$ cat src/hw/rtl/pausable_scaled_timer_top_macros.svh
// Assertion macros for the timer RTL.
`ifndef PAUSABLE_SCALED_TIMER_TOP_MACROS_SVH
`define PAUSABLE_SCALED_TIMER_TOP_MACROS_SVH

`ifndef SYNTHESIS
`define PST_ASSERT_SAME(lbl, clk, rst_n, ante, cons, msg) \
	lbl: assert property (@(posedge clk) disable iff (!rst_n) (ante) |-> (cons)) \
		else $error(msg);
`define PST_ASSERT_NEXT(lbl, clk, rst_n, ante, cons, msg) \
	lbl: assert property (@(posedge clk) disable iff (!rst_n) (ante) |=> (cons)) \
		else $error(msg);
`else
`define PST_ASSERT_SAME(lbl, clk, rst_n, ante, cons, msg)
`define PST_ASSERT_NEXT(lbl, clk, rst_n, ante, cons, msg)
`endif

`endif

$ cat src/hw/rtl/pst_pkg.sv
// Types and constants for the pausable scaled timer.
`timescale 1ns / 1ps

package pst_pkg;

	localparam int CMD_W       = 3;
	localparam int OPERAND_W   = 32;
	localparam int OUT_MS_W    = 48;
	localparam int RATE_W      = 16;
	localparam int CFG_INDEX_W = 1;
	localparam int CFG_DATA_W  = 48;

	localparam logic [CMD_W-1:0] CMD_UPDATE  = 3'd0;
	localparam logic [CMD_W-1:0] CMD_START   = 3'd1;
	localparam logic [CMD_W-1:0] CMD_PAUSE   = 3'd2;
	localparam logic [CMD_W-1:0] CMD_UNPAUSE = 3'd3;
	localparam logic [CMD_W-1:0] CMD_FFWD    = 3'd4;
	localparam logic [CMD_W-1:0] CMD_REWIND  = 3'd5;
	localparam logic [CMD_W-1:0] CMD_CLEAR   = 3'd6;

	localparam logic [CFG_INDEX_W-1:0] REG_RATE   = 1'd0;
	localparam logic [CFG_INDEX_W-1:0] REG_TARGET = 1'd1;

	typedef struct packed {
		logic [CMD_W-1:0]     command;
		logic [OPERAND_W-1:0] operand_value;
	} cmd_t;

	typedef struct packed {
		logic [OUT_MS_W-1:0] elapsed_ms;
		logic [OUT_MS_W-1:0] step_ms;
		logic [OUT_MS_W-1:0] remaining_ms;
		logic                is_paused;
		logic                is_started;
	} res_t;

endpackage

$ cat src/hw/rtl/pausable_scaled_timer_top.sv
// Pausable, rate-scaled stopwatch driven by timestamp commands.
`timescale 1ns / 1ps
`include "pausable_scaled_timer_top_macros.svh"

// The timer takes one command item per clock while the result side does not stall and
// returns exactly one result item for each accepted command.
// The first stage registers the command; the second applies it to the timer state
// (stamp difference, scaling multiply by the rate register and a saturating add of
// 48 bits, all within that stage because the next command needs the updated state); the
// third forms the remaining countdown time and holds the result item until it is
// taken. The update path through the multiplier and the accumulator adder sets the
// clock period. The command channel's stall is combinational from the result
// channel's stall, so a full pipeline keeps taking a new item in every cycle in which
// a result item leaves. Configuration writes take effect on the next clock and must
// be made only while no command is in flight; a write of zero to the rate register
// keeps the previous rate.
module pausable_scaled_timer_top #(
	parameter int STAMP_WIDTH    = 32,
	parameter int COUNT_WIDTH    = 48,
	parameter int RATE_FRAC_BITS = 8
) (
	input  logic                               clk,
	input  logic                               arst_n,
	input  logic                               cmd_valid,
	output logic                               cmd_stall,
	input  pst_pkg::cmd_t                      cmd,
	output logic                               res_valid,
	input  logic                               res_stall,
	output pst_pkg::res_t                      res,
	input  logic                               cfg_we,
	input  logic [pst_pkg::CFG_INDEX_W-1:0]    cfg_index,
	input  logic [pst_pkg::CFG_DATA_W-1:0]     cfg_data
);
	import pst_pkg::*;

	// The full product of a stamp difference and the rate, then the product with the
	// fraction bits dropped, and a width that holds both that and the counter.
	localparam int PROD_W = STAMP_WIDTH + RATE_W;
	localparam int QUOT_W = PROD_W - RATE_FRAC_BITS;
	localparam int SCL_W  = (QUOT_W > COUNT_WIDTH) ? QUOT_W : COUNT_WIDTH;
	localparam logic [COUNT_WIDTH-1:0] COUNT_MAX  = {COUNT_WIDTH{1'b1}};
	localparam logic [RATE_W-1:0]      RATE_RESET = RATE_W'(1) << RATE_FRAC_BITS;

	// Configuration registers.
	logic [RATE_W-1:0]      rate_q;
	logic [COUNT_WIDTH-1:0] target_q;

	// Timer state.
	logic                   paused_q;
	logic                   resume_pend_q;
	logic                   started_q;
	logic [STAMP_WIDTH-1:0] last_stamp_q;
	logic [COUNT_WIDTH-1:0] acc_q;
	logic [COUNT_WIDTH-1:0] last_step_q;

	// Pipeline registers.
	logic                   valid_s1;
	logic [CMD_W-1:0]       cmd_code_s1;
	logic [OPERAND_W-1:0]   operand_s1;
	logic                   valid_s2;
	logic [COUNT_WIDTH-1:0] elapsed_s2;
	logic [COUNT_WIDTH-1:0] step_s2;
	logic                   paused_s2;
	logic                   started_s2;
	logic                   res_valid_q;
	res_t                   res_q;

	// Flow control.
	logic out_ready;
	logic ready_s2;
	logic ready_s1;
	logic move_s1;
	logic move_s2;
	logic move_out;

	assign out_ready = !res_valid_q || !res_stall;
	assign ready_s2  = !valid_s2 || out_ready;
	assign ready_s1  = !valid_s1 || ready_s2;
	assign move_s1   = cmd_valid && ready_s1;
	assign move_s2   = valid_s1 && ready_s2;
	assign move_out  = valid_s2 && out_ready;
	assign cmd_stall = !ready_s1;
	assign res_valid = res_valid_q;
	assign res       = res_q;

	// Scaled step of an update: stamp difference modulo the stamp width, times the
	// rate, fraction bits dropped, saturated at the counter maximum.
	logic [STAMP_WIDTH-1:0] stamp_s1;
	logic [STAMP_WIDTH-1:0] delta;
	logic [PROD_W-1:0]      product;
	logic [QUOT_W-1:0]      quot;
	logic [SCL_W-1:0]       quot_ext;
	logic [COUNT_WIDTH-1:0] step_new;
	logic [COUNT_WIDTH-1:0] operand_ext;
	logic [COUNT_WIDTH-1:0] addend;
	logic [COUNT_WIDTH:0]   sum;
	logic [COUNT_WIDTH-1:0] sum_sat;
	logic [COUNT_WIDTH-1:0] rewound;

	assign stamp_s1    = STAMP_WIDTH'(operand_s1);
	assign delta       = stamp_s1 - last_stamp_q;
	assign product     = PROD_W'(delta) * PROD_W'(rate_q);
	assign quot        = QUOT_W'(product >> RATE_FRAC_BITS);
	assign quot_ext    = SCL_W'(quot);
	assign step_new    = (quot_ext > SCL_W'(COUNT_MAX)) ? COUNT_MAX : COUNT_WIDTH'(quot_ext);
	assign operand_ext = COUNT_WIDTH'(operand_s1);

	// One saturating adder serves both the update and the fast forward.
	assign addend  = (cmd_code_s1 == CMD_FFWD) ? operand_ext : step_new;
	assign sum     = {1'b0, acc_q} + {1'b0, addend};
	assign sum_sat = sum[COUNT_WIDTH] ? COUNT_MAX : sum[COUNT_WIDTH-1:0];
	assign rewound = (acc_q > operand_ext) ? (acc_q - operand_ext) : '0;

	logic                   paused_d;
	logic                   resume_pend_d;
	logic                   started_d;
	logic [STAMP_WIDTH-1:0] last_stamp_d;
	logic [COUNT_WIDTH-1:0] acc_d;
	logic [COUNT_WIDTH-1:0] last_step_d;

	always_comb begin
		paused_d      = paused_q;
		resume_pend_d = resume_pend_q;
		started_d     = started_q;
		last_stamp_d  = last_stamp_q;
		acc_d         = acc_q;
		last_step_d   = last_step_q;
		case (cmd_code_s1)
			CMD_UPDATE: begin
				// An update before the first start changes nothing.
				if (started_q) begin
					last_stamp_d = stamp_s1;
					if (paused_q) begin
						// While paused only the marker moves, unless an unpause waits.
						if (resume_pend_q) begin
							paused_d      = 1'b0;
							resume_pend_d = 1'b0;
						end
					end else begin
						last_step_d   = step_new;
						acc_d         = sum_sat;
						resume_pend_d = 1'b0;
					end
				end
			end
			CMD_START: begin
				acc_d         = '0;
				last_step_d   = '0;
				last_stamp_d  = stamp_s1;
				paused_d      = 1'b0;
				resume_pend_d = 1'b1;
				started_d     = 1'b1;
			end
			CMD_PAUSE: begin
				paused_d = 1'b1;
			end
			CMD_UNPAUSE: begin
				resume_pend_d = 1'b1;
			end
			CMD_FFWD: begin
				acc_d = sum_sat;
			end
			CMD_REWIND: begin
				acc_d = rewound;
			end
			CMD_CLEAR: begin
				acc_d = '0;
			end
			default: begin
				// The unused code leaves the state alone.
			end
		endcase
	end

	// Configuration writes.
	always_ff @(posedge clk or negedge arst_n) begin
		if (!arst_n) begin
			rate_q   <= RATE_RESET;
			target_q <= '0;
		end else if (cfg_we) begin
			case (cfg_index)
				REG_RATE: begin
					if (cfg_data[RATE_W-1:0] != '0) begin
						rate_q <= cfg_data[RATE_W-1:0];
					end
				end
				REG_TARGET: begin
					target_q <= COUNT_WIDTH'(cfg_data);
				end
				default: begin
				end
			endcase
		end
	end

	// Control state and timer state.
	always_ff @(posedge clk or negedge arst_n) begin
		if (!arst_n) begin
			valid_s1      <= 1'b0;
			valid_s2      <= 1'b0;
			res_valid_q   <= 1'b0;
			paused_q      <= 1'b0;
			resume_pend_q <= 1'b1;
			started_q     <= 1'b0;
			last_stamp_q  <= '0;
			acc_q         <= '0;
			last_step_q   <= '0;
		end else begin
			if (ready_s1) begin
				valid_s1 <= cmd_valid;
			end
			if (ready_s2) begin
				valid_s2 <= valid_s1;
			end
			if (out_ready) begin
				res_valid_q <= valid_s2;
			end
			if (move_s2) begin
				paused_q      <= paused_d;
				resume_pend_q <= resume_pend_d;
				started_q     <= started_d;
				last_stamp_q  <= last_stamp_d;
				acc_q         <= acc_d;
				last_step_q   <= last_step_d;
			end
		end
	end

	// Payload registers.
	always_ff @(posedge clk) begin
		if (move_s1) begin
			cmd_code_s1 <= cmd.command;
			operand_s1  <= cmd.operand_value;
		end
		if (move_s2) begin
			elapsed_s2 <= acc_d;
			step_s2    <= last_step_d;
			paused_s2  <= paused_d;
			started_s2 <= started_d;
		end
		if (move_out) begin
			res_q.elapsed_ms   <= OUT_MS_W'(elapsed_s2);
			res_q.step_ms      <= OUT_MS_W'(step_s2);
			res_q.remaining_ms <= (target_q > elapsed_s2) ?
				OUT_MS_W'(target_q - elapsed_s2) : '0;
			res_q.is_paused    <= paused_s2;
			res_q.is_started   <= started_s2;
		end
	end

	`PST_ASSERT_NEXT(a_started_sticks, clk, arst_n, started_q, started_q, "started flag fell")
	`PST_ASSERT_NEXT(a_early_update_idle, clk, arst_n, move_s2 && (cmd_code_s1 == CMD_UPDATE) && !started_q, $stable(acc_q) && $stable(last_stamp_q), "update before start changed state")
	`PST_ASSERT_NEXT(a_rewind_no_rise, clk, arst_n, move_s2 && (cmd_code_s1 == CMD_REWIND), acc_q <= $past(acc_q), "rewind raised the time")
	`PST_ASSERT_NEXT(a_start_clears, clk, arst_n, move_s2 && (cmd_code_s1 == CMD_START), (acc_q == '0) && (last_step_q == '0) && !paused_q && started_q, "start did not clear the timer")
	`PST_ASSERT_SAME(a_rate_nonzero, clk, arst_n, 1'b1, rate_q != '0, "rate register holds zero")

endmodule
$ cat config.mk
export PLATFORM = sky130hd
export DESIGN_NAME = pausable_scaled_timer_top
export DESIGN_NICKNAME = d
export VERILOG_FILES = /design/src/hw/rtl/pst_pkg.sv /design/src/hw/rtl/pausable_scaled_timer_top.sv
export VERILOG_INCLUDE_DIRS = /design/src /design/src/hw/rtl
export SDC_FILE = /design/constraint.sdc
export NUM_CORES = 2
export LEC_CHECK = 0
export BUFFER_PORTS_ARGS = -buffer_cell sky130_fd_sc_hd__buf_2
export CAP_MARGIN = 30
export CORE_UTILIZATION = 28
export CTS_BUF_LIST = sky130_fd_sc_hd__clkbuf_16
export DETAILED_ROUTE_END_ITERATION = 8
export SLEW_MARGIN = 20
export SYNTH_ARGS = -nofsm -noshare
export SYNTH_HDL_FRONTEND = slang
export SYNTH_SLANG_ARGS = --single-unit
$ cat constraint.sdc
create_clock -name clk -period 17.4 [get_ports clk]
set_clock_uncertainty 0.05 [all_clocks]
set_input_delay 2.61 -clock clk [delete_from_list [all_inputs] [get_ports clk]]
set_output_delay 2.61 -clock clk [all_outputs]
set_load 0.05 [all_outputs]
# ---- Word level (Yosys, flattened, before mapping)
# Cells that the tools add are included.
dict set report totals {
  word_cells 78
  input_bits 89
  latch_bits 0
  ramBits 0
  reg_bits 477
  output_inout_bits 148
  rom_bits 0
  memories 0
}
dict set report op_classes {
  bitwise_logic 1
  shifts 0
  add_sub_neg 4
  muxes 19
  n_lt_le_gt_ge 3
  n_reduce_logical 21
  n_div 0
  eq_ne 7
  mul 1
}
# cell n
set op_table {}
lappend op_table {{48-bit two-way mux} 8}
lappend op_table {{48-bit one-hot mux with 4 select lines} 1}
lappend op_table {{48-bit one-hot mux with 2 select lines} 1}
lappend op_table {{32-bit one-hot mux with 2 select lines} 1}
lappend op_table {{48-bit by 48-bit adder with 49-bit output} 1}
lappend op_table {{40-bit by 48-bit > comparator with 1-bit output (second input constant)} 1}
lappend op_table {{48-bit by 32-bit > comparator with 1-bit output} 1}
lappend op_table {{48-bit > comparator} 1}
lappend op_table {{32-bit by 16-bit multiplier with 48-bit output} 1}
lappend op_table {{48-bit by 32-bit subtractor with 48-bit output} 1}
lappend op_table {{48-bit subtractor} 1}
lappend op_table {{32-bit two-way mux} 1}
lappend op_table {{32-bit subtractor} 1}
lappend op_table {{16-bit nonzero test} 1}
lappend op_table {{3-bit equality test (second input constant)} 3}
lappend op_table {{3-bit AND reduction} 3}
lappend op_table {{3-bit by 2-bit equality test with 1-bit output (second input constant)} 2}
lappend op_table {{1-bit logical NOT} 5}
lappend op_table {{1-bit two-way mux} 5}
lappend op_table {{2-bit nonzero test} 2}
lappend op_table {{2-bit OR reduction} 2}
lappend op_table {{3-bit by 1-bit equality test with 1-bit output (second input constant)} 1}
lappend op_table {{1-bit logical AND} 3}
lappend op_table {{3-bit logical NOT} 1}
lappend op_table {{6 further kinds} 8}

# ---- Logic depth before layout (Yosys ltp)
dict set report depth {
  word_depth 10
  ltp_mapped 49
}

# ---- Worst setup path after synthesis
# Ideal clock, no wire load.
dict set report synth_path {
  path_kind {in2reg}
  from {input port res_stall}
  to {register res_q (netlist bit res[0]), enable pin}
  setup_slack_ps 3326
  setup_ps 873
  arrival_ps 13152
  path_stages 1
  required_ps 16477
  path_buffers 0
  path_cell_list {a21boi_0}
}
dict set report synth_between {
  elab_chain_len 3
}
# item line_no
set synth_rtl {}
lappend synth_rtl {{from (decl)} pausable_scaled_timer_top.sv:28} ;# input logic res_stall,
lappend synth_rtl {{1-bit logical NOT} pausable_scaled_timer_top.sv:76} ;# assign out_ready = !res_valid_q || !res_stall;
lappend synth_rtl {{1-bit logical OR} pausable_scaled_timer_top.sv:76}
lappend synth_rtl {{1-bit logical AND} pausable_scaled_timer_top.sv:81} ;# assign move_out = valid_s2 && out_ready;
lappend synth_rtl {{to (decl)} pausable_scaled_timer_top.sv:66} ;# res_t res_q;
# No other way between the ends.
# A chain may end at the register's enable or synchronous reset.

# ---- Final worst setup path
dict set report layout_path {
  from {register operand_s1[0]}
  to {register elapsed_s2[41], data pin}
}
dict set report layout_between {
  elab_chain_len 10
  word_cells_on_any_way 13
}
# item line_no
set layout_rtl {}
lappend layout_rtl {{from (decl)} pausable_scaled_timer_top.sv:59} ;# logic [OPERAND_W-1:0] operand_s1;
lappend layout_rtl {{from (signal assigned)} pausable_scaled_timer_top.sv:233} ;# operand_s1 <= cmd.operand_value;
lappend layout_rtl {{32-bit subtractor} pausable_scaled_timer_top.sv:101} ;# assign delta = stamp_s1 - last_stamp_q;
lappend layout_rtl {{32-bit by 16-bit multiplier with 48-bit output} pausable_scaled_timer_top.sv:102} ;# assign product = PROD_W'(delta) * PROD_W'(rate_q);
lappend layout_rtl {{40-bit by 48-bit > comparator with 1-bit output} pausable_scaled_timer_top.sv:105} ;# assign step_new = (quot_ext > SCL_W'(COUNT_MAX)) ? COUNT_MAX : COUNT_WIDTH'(quot_ext);
lappend layout_rtl {{48-bit two-way mux} pausable_scaled_timer_top.sv:105}
lappend layout_rtl {{48-bit two-way mux} pausable_scaled_timer_top.sv:109} ;# assign addend = (cmd_code_s1 == CMD_FFWD) ? operand_ext : step_new;
lappend layout_rtl {{48-bit by 48-bit adder with 49-bit output} pausable_scaled_timer_top.sv:110} ;# assign sum = {1'b0, acc_q} + {1'b0, addend};
lappend layout_rtl {{48-bit two-way mux} pausable_scaled_timer_top.sv:111} ;# assign sum_sat = sum[COUNT_WIDTH] ? COUNT_MAX : sum[COUNT_WIDTH-1:0];
lappend layout_rtl {{48-bit two-way mux} pausable_scaled_timer_top.sv:133} ;# if (paused_q) begin
lappend layout_rtl {{48-bit two-way mux} pausable_scaled_timer_top.sv:131} ;# if (started_q) begin
lappend layout_rtl {{48-bit one-hot mux with 4 select lines *} pausable_scaled_timer_top.sv:128} ;# case (cmd_code_s1)
lappend layout_rtl {{via acc_d[41]} pausable_scaled_timer_top.sv:118} ;# logic [COUNT_WIDTH-1:0] acc_d;
lappend layout_rtl {{to (signal assigned)} pausable_scaled_timer_top.sv:236} ;# elapsed_s2 <= acc_d;
lappend layout_rtl {{to (decl)} pausable_scaled_timer_top.sv:61} ;# logic [COUNT_WIDTH-1:0] elapsed_s2;
# The timed path passes the listed nets; every way through them passes the cells marked *.

==> flow_summary.ini <==
[run_status]
status = finished, final reports clean

[logic_synthesis]
synth_simple_gate_area_share_pct = 13.37
syn-num-nets = 5168
ys_seq_elements = 477
synth-compound-area-share_pct = 14.46
syn_inst = 4388
yosysTopAreaCell = fa_1
synth_top_cell_area_share_pct = 19.54
synth_xor_area_share_pct = 3.487
synth_top_family_by_area = adder cells
synthTopCellsByArea = fa_1 20%, edfxtp_1 19%, dfrtp_1 11%
yosys_warnings = 0
yosys_most_used_dff = edfxtp_1
synthTopCellsByCount = 610 x inv_1, 499 x nand2_1, 421 x fa_1
syn-cell-area_mm2 = 0.04312
async_flop_share_pct = 41.51
syn_area_per_cell_um2 = 9.828
muxShareOfSynthArea_pct = 3.012
ys_seq_area_share_pct = 30.92
yosysMostFrequentCell = inv_1
synthAdderAreaFrac_pct = 27.38
synth-edff-count = 279
synth.distinct_cells = 99

[clock_network]
insertion_delay_ns = 0.63
clk_pin_slew_ns = 0.07
clkSinkCount = 477
cts_resized = 0
hold_buffers = 0
cts_buffers = 49
clockBufferDepth = 3
ctsHtreeMaxLevel = 2
cts_setup_buffers = 0
cts_tree = built
clock-root-buffer = clkbuf_16

[flow_run]
cap_violations = 0

[routing]
first_pass_iters = 6
drc_errors = 0
dr.first_iter.drc_count = 3073
route.vias.total = 32953
via_per_inst = 4.993
ant_nets = 0
wl_per_cell_um = 20.09
routed_wl_um = 132600

[setup_path]
max_stage_delay_ns = 0.78
required_ns = 17.68
worst_path_most_repeated_cell = fa_1
startpoint_type = flop
crit_type = flop to flop
slowest_stage = a2111oi_2
endpoint_kind = flop
arrival_ns = 12.83
crit_fanout = 16

[floorplanning]
initial_utilization_pct = 28.29
io_pins = 237
core_mm2 = 0.1524
rows = 143
die_w_um = 394.4
dieArea_mm2 = 0.1556
die_h_um = 394.4

[global_routing]
grt_pass1_wl_um = 203700
grt_max_degree = 124
first_global_vias = 33337
grt_overflow_total = 0
grt_use_total_pct = 16.84
grt_antenna_before_repair = 7

[finish]
synthToLayoutAreaGrowth_pct = 12.46
drive_above_1_share_pct = 12.48
finalNetCount = 5308
fin_util_pct = 31.81

[sta]
fin_tns_setup_ns = 0
finalCritPeriodShare_pct = 72.14
worst_pin_slew_ns = 1.029
slew_headroom_pct = 31.01
max_freq_mhz = 79.67
hold_violations = 0
setup_viol = 0
rsz0062_at_grt = false
period_needed_ns = 12.55
finalMaxSlewViolations = 0

[place]
gp_congestion = 0.9258
hpwlAfterDp_um = 102900
port_buffers = 236

[hold_path]
hold_class = flop to flop
## cell families (layout without fill, tap and decap cells)
family	Yosys count	in the layout
flops	477	477
other cells	0	1
simple gates	1191	1191
compound gates	922	922
buf+inv	821	1002
mux	116	116
fa+ha+maj	691	691
xor+xnor	170	170
## worst max-delay path, delay by kind of cell, from the launching register on
kind                       cells  cell delay [ns]
buffers and inverters          5             0.50
DFF                            1             0.39
and+or+nand+nor                8             1.64
AOI/OAI and AO/OA             17             4.66
adders and majority gates     10             4.42
xor gates and xnor gates       2             0.60
## cells in the final DEF, fill, tap and decap left out, drive strengths merged, types with 11 or more instances in the layout
cell and n:
fa 421, nor3 45, a211oi 30, edfxtp 279
and3 18, nand2 499, o21a 35, inv 627
nor2b 56, o21bai 32, mux2 110, a31oi 38
xor2 70, xnor2 100, o31ai 17, nand2b 36
o211ai 18, o22ai 11, o21ai 188, ha 270
dfrtp 196, a211o 12, a21o 111, a21oi 230
a221o 21, nand4 43, nor2 171, buf 298
clkinv 15, nand3 40, a22o 81, clkbuf 50
and2 222, a21boi 13, nor4 20
## per-stage QoR
step           instance area, um2  hold WS (ns)  instances  setup WS (ns)
2_1_floorplan               43120        0.3503       4388          3.326
3_3_place_gp                46530        0.3513       6487          4.670
3_5_place_dp                46710        0.3545       6499          4.768
4_1_cts                     48370        0.3640       6591          4.697
5_1_grt                     48490        0.3699       6599          4.126
6_report                    48500        0.3602       6600          4.848
## state kept, by name (all words and copies together) (netlist names)
name           flops
res_valid          1
started_s2         1
elapsed_s2        48
paused_s2          1
rate_q            16
started_q          1
operand_s1        32
target_q          48
paused_q           1
res              146
valid_s2           1
cmd_code_s1        3
last_stamp_q      32
resume_pend_q      1
step_s2           48
valid_s1           1
acc_q             48
last_step_q       48
## cell type report
class	count	area (um2)
Antenna cell	1	2.502
Clock buffer	49	1226
Clock inverter	43	432.9
Fill cell	15785	103900
Inverter	611	2298
Multi-Input combinational cell	3090	26830
Sequential cell	477	13340
Tap cell	2030	2540
Timing Repair Buffer	299	1827
## routing by layer
layer | vias up | share of wire, % | track usage (%) | wire [um]
met5 | - | 0.024 | 0 | 32
met4 | 4 | 2.7 | 4.547 | 3593
met3 | 179 | 6.9 | 3.084 | 9194
met2 | 1090 | 45 | 26.58 | 60260
met1 | 16621 | 45 | 23.52 | 59500
li1 | 15059 | - | - | -
## final timing paths
| check | slack [ns] | from | cells after the start | to |
|---|---|---|---|---|
| max | 4.85 | operand_s1[0]$_DFFE_PP_ | 42 | elapsed_s2[41]$_DFFE_PP_ |
| min reg2reg | 0.36 | step_s2[3]$_DFFE_PP_ | 0 | res[53]$_DFFE_PP_ |
| max in group asynchronous | 14.23 | arst_n | 3 | last_stamp_q[13]$_DFFE_PN0P_ |
| max reg2reg | 4.85 | operand_s1[0]$_DFFE_PP_ | 42 | elapsed_s2[41]$_DFFE_PP_ |
| min | 0.36 | step_s2[3]$_DFFE_PP_ | 0 | res[53]$_DFFE_PP_ |
| min in group asynchronous | 1.90 | arst_n | 1 | target_q[38]$_DFFE_PN0P_ |
Power is not shown: default switching activity piles up to over one toggle a cycle in this logic, so the estimate is an artifact.
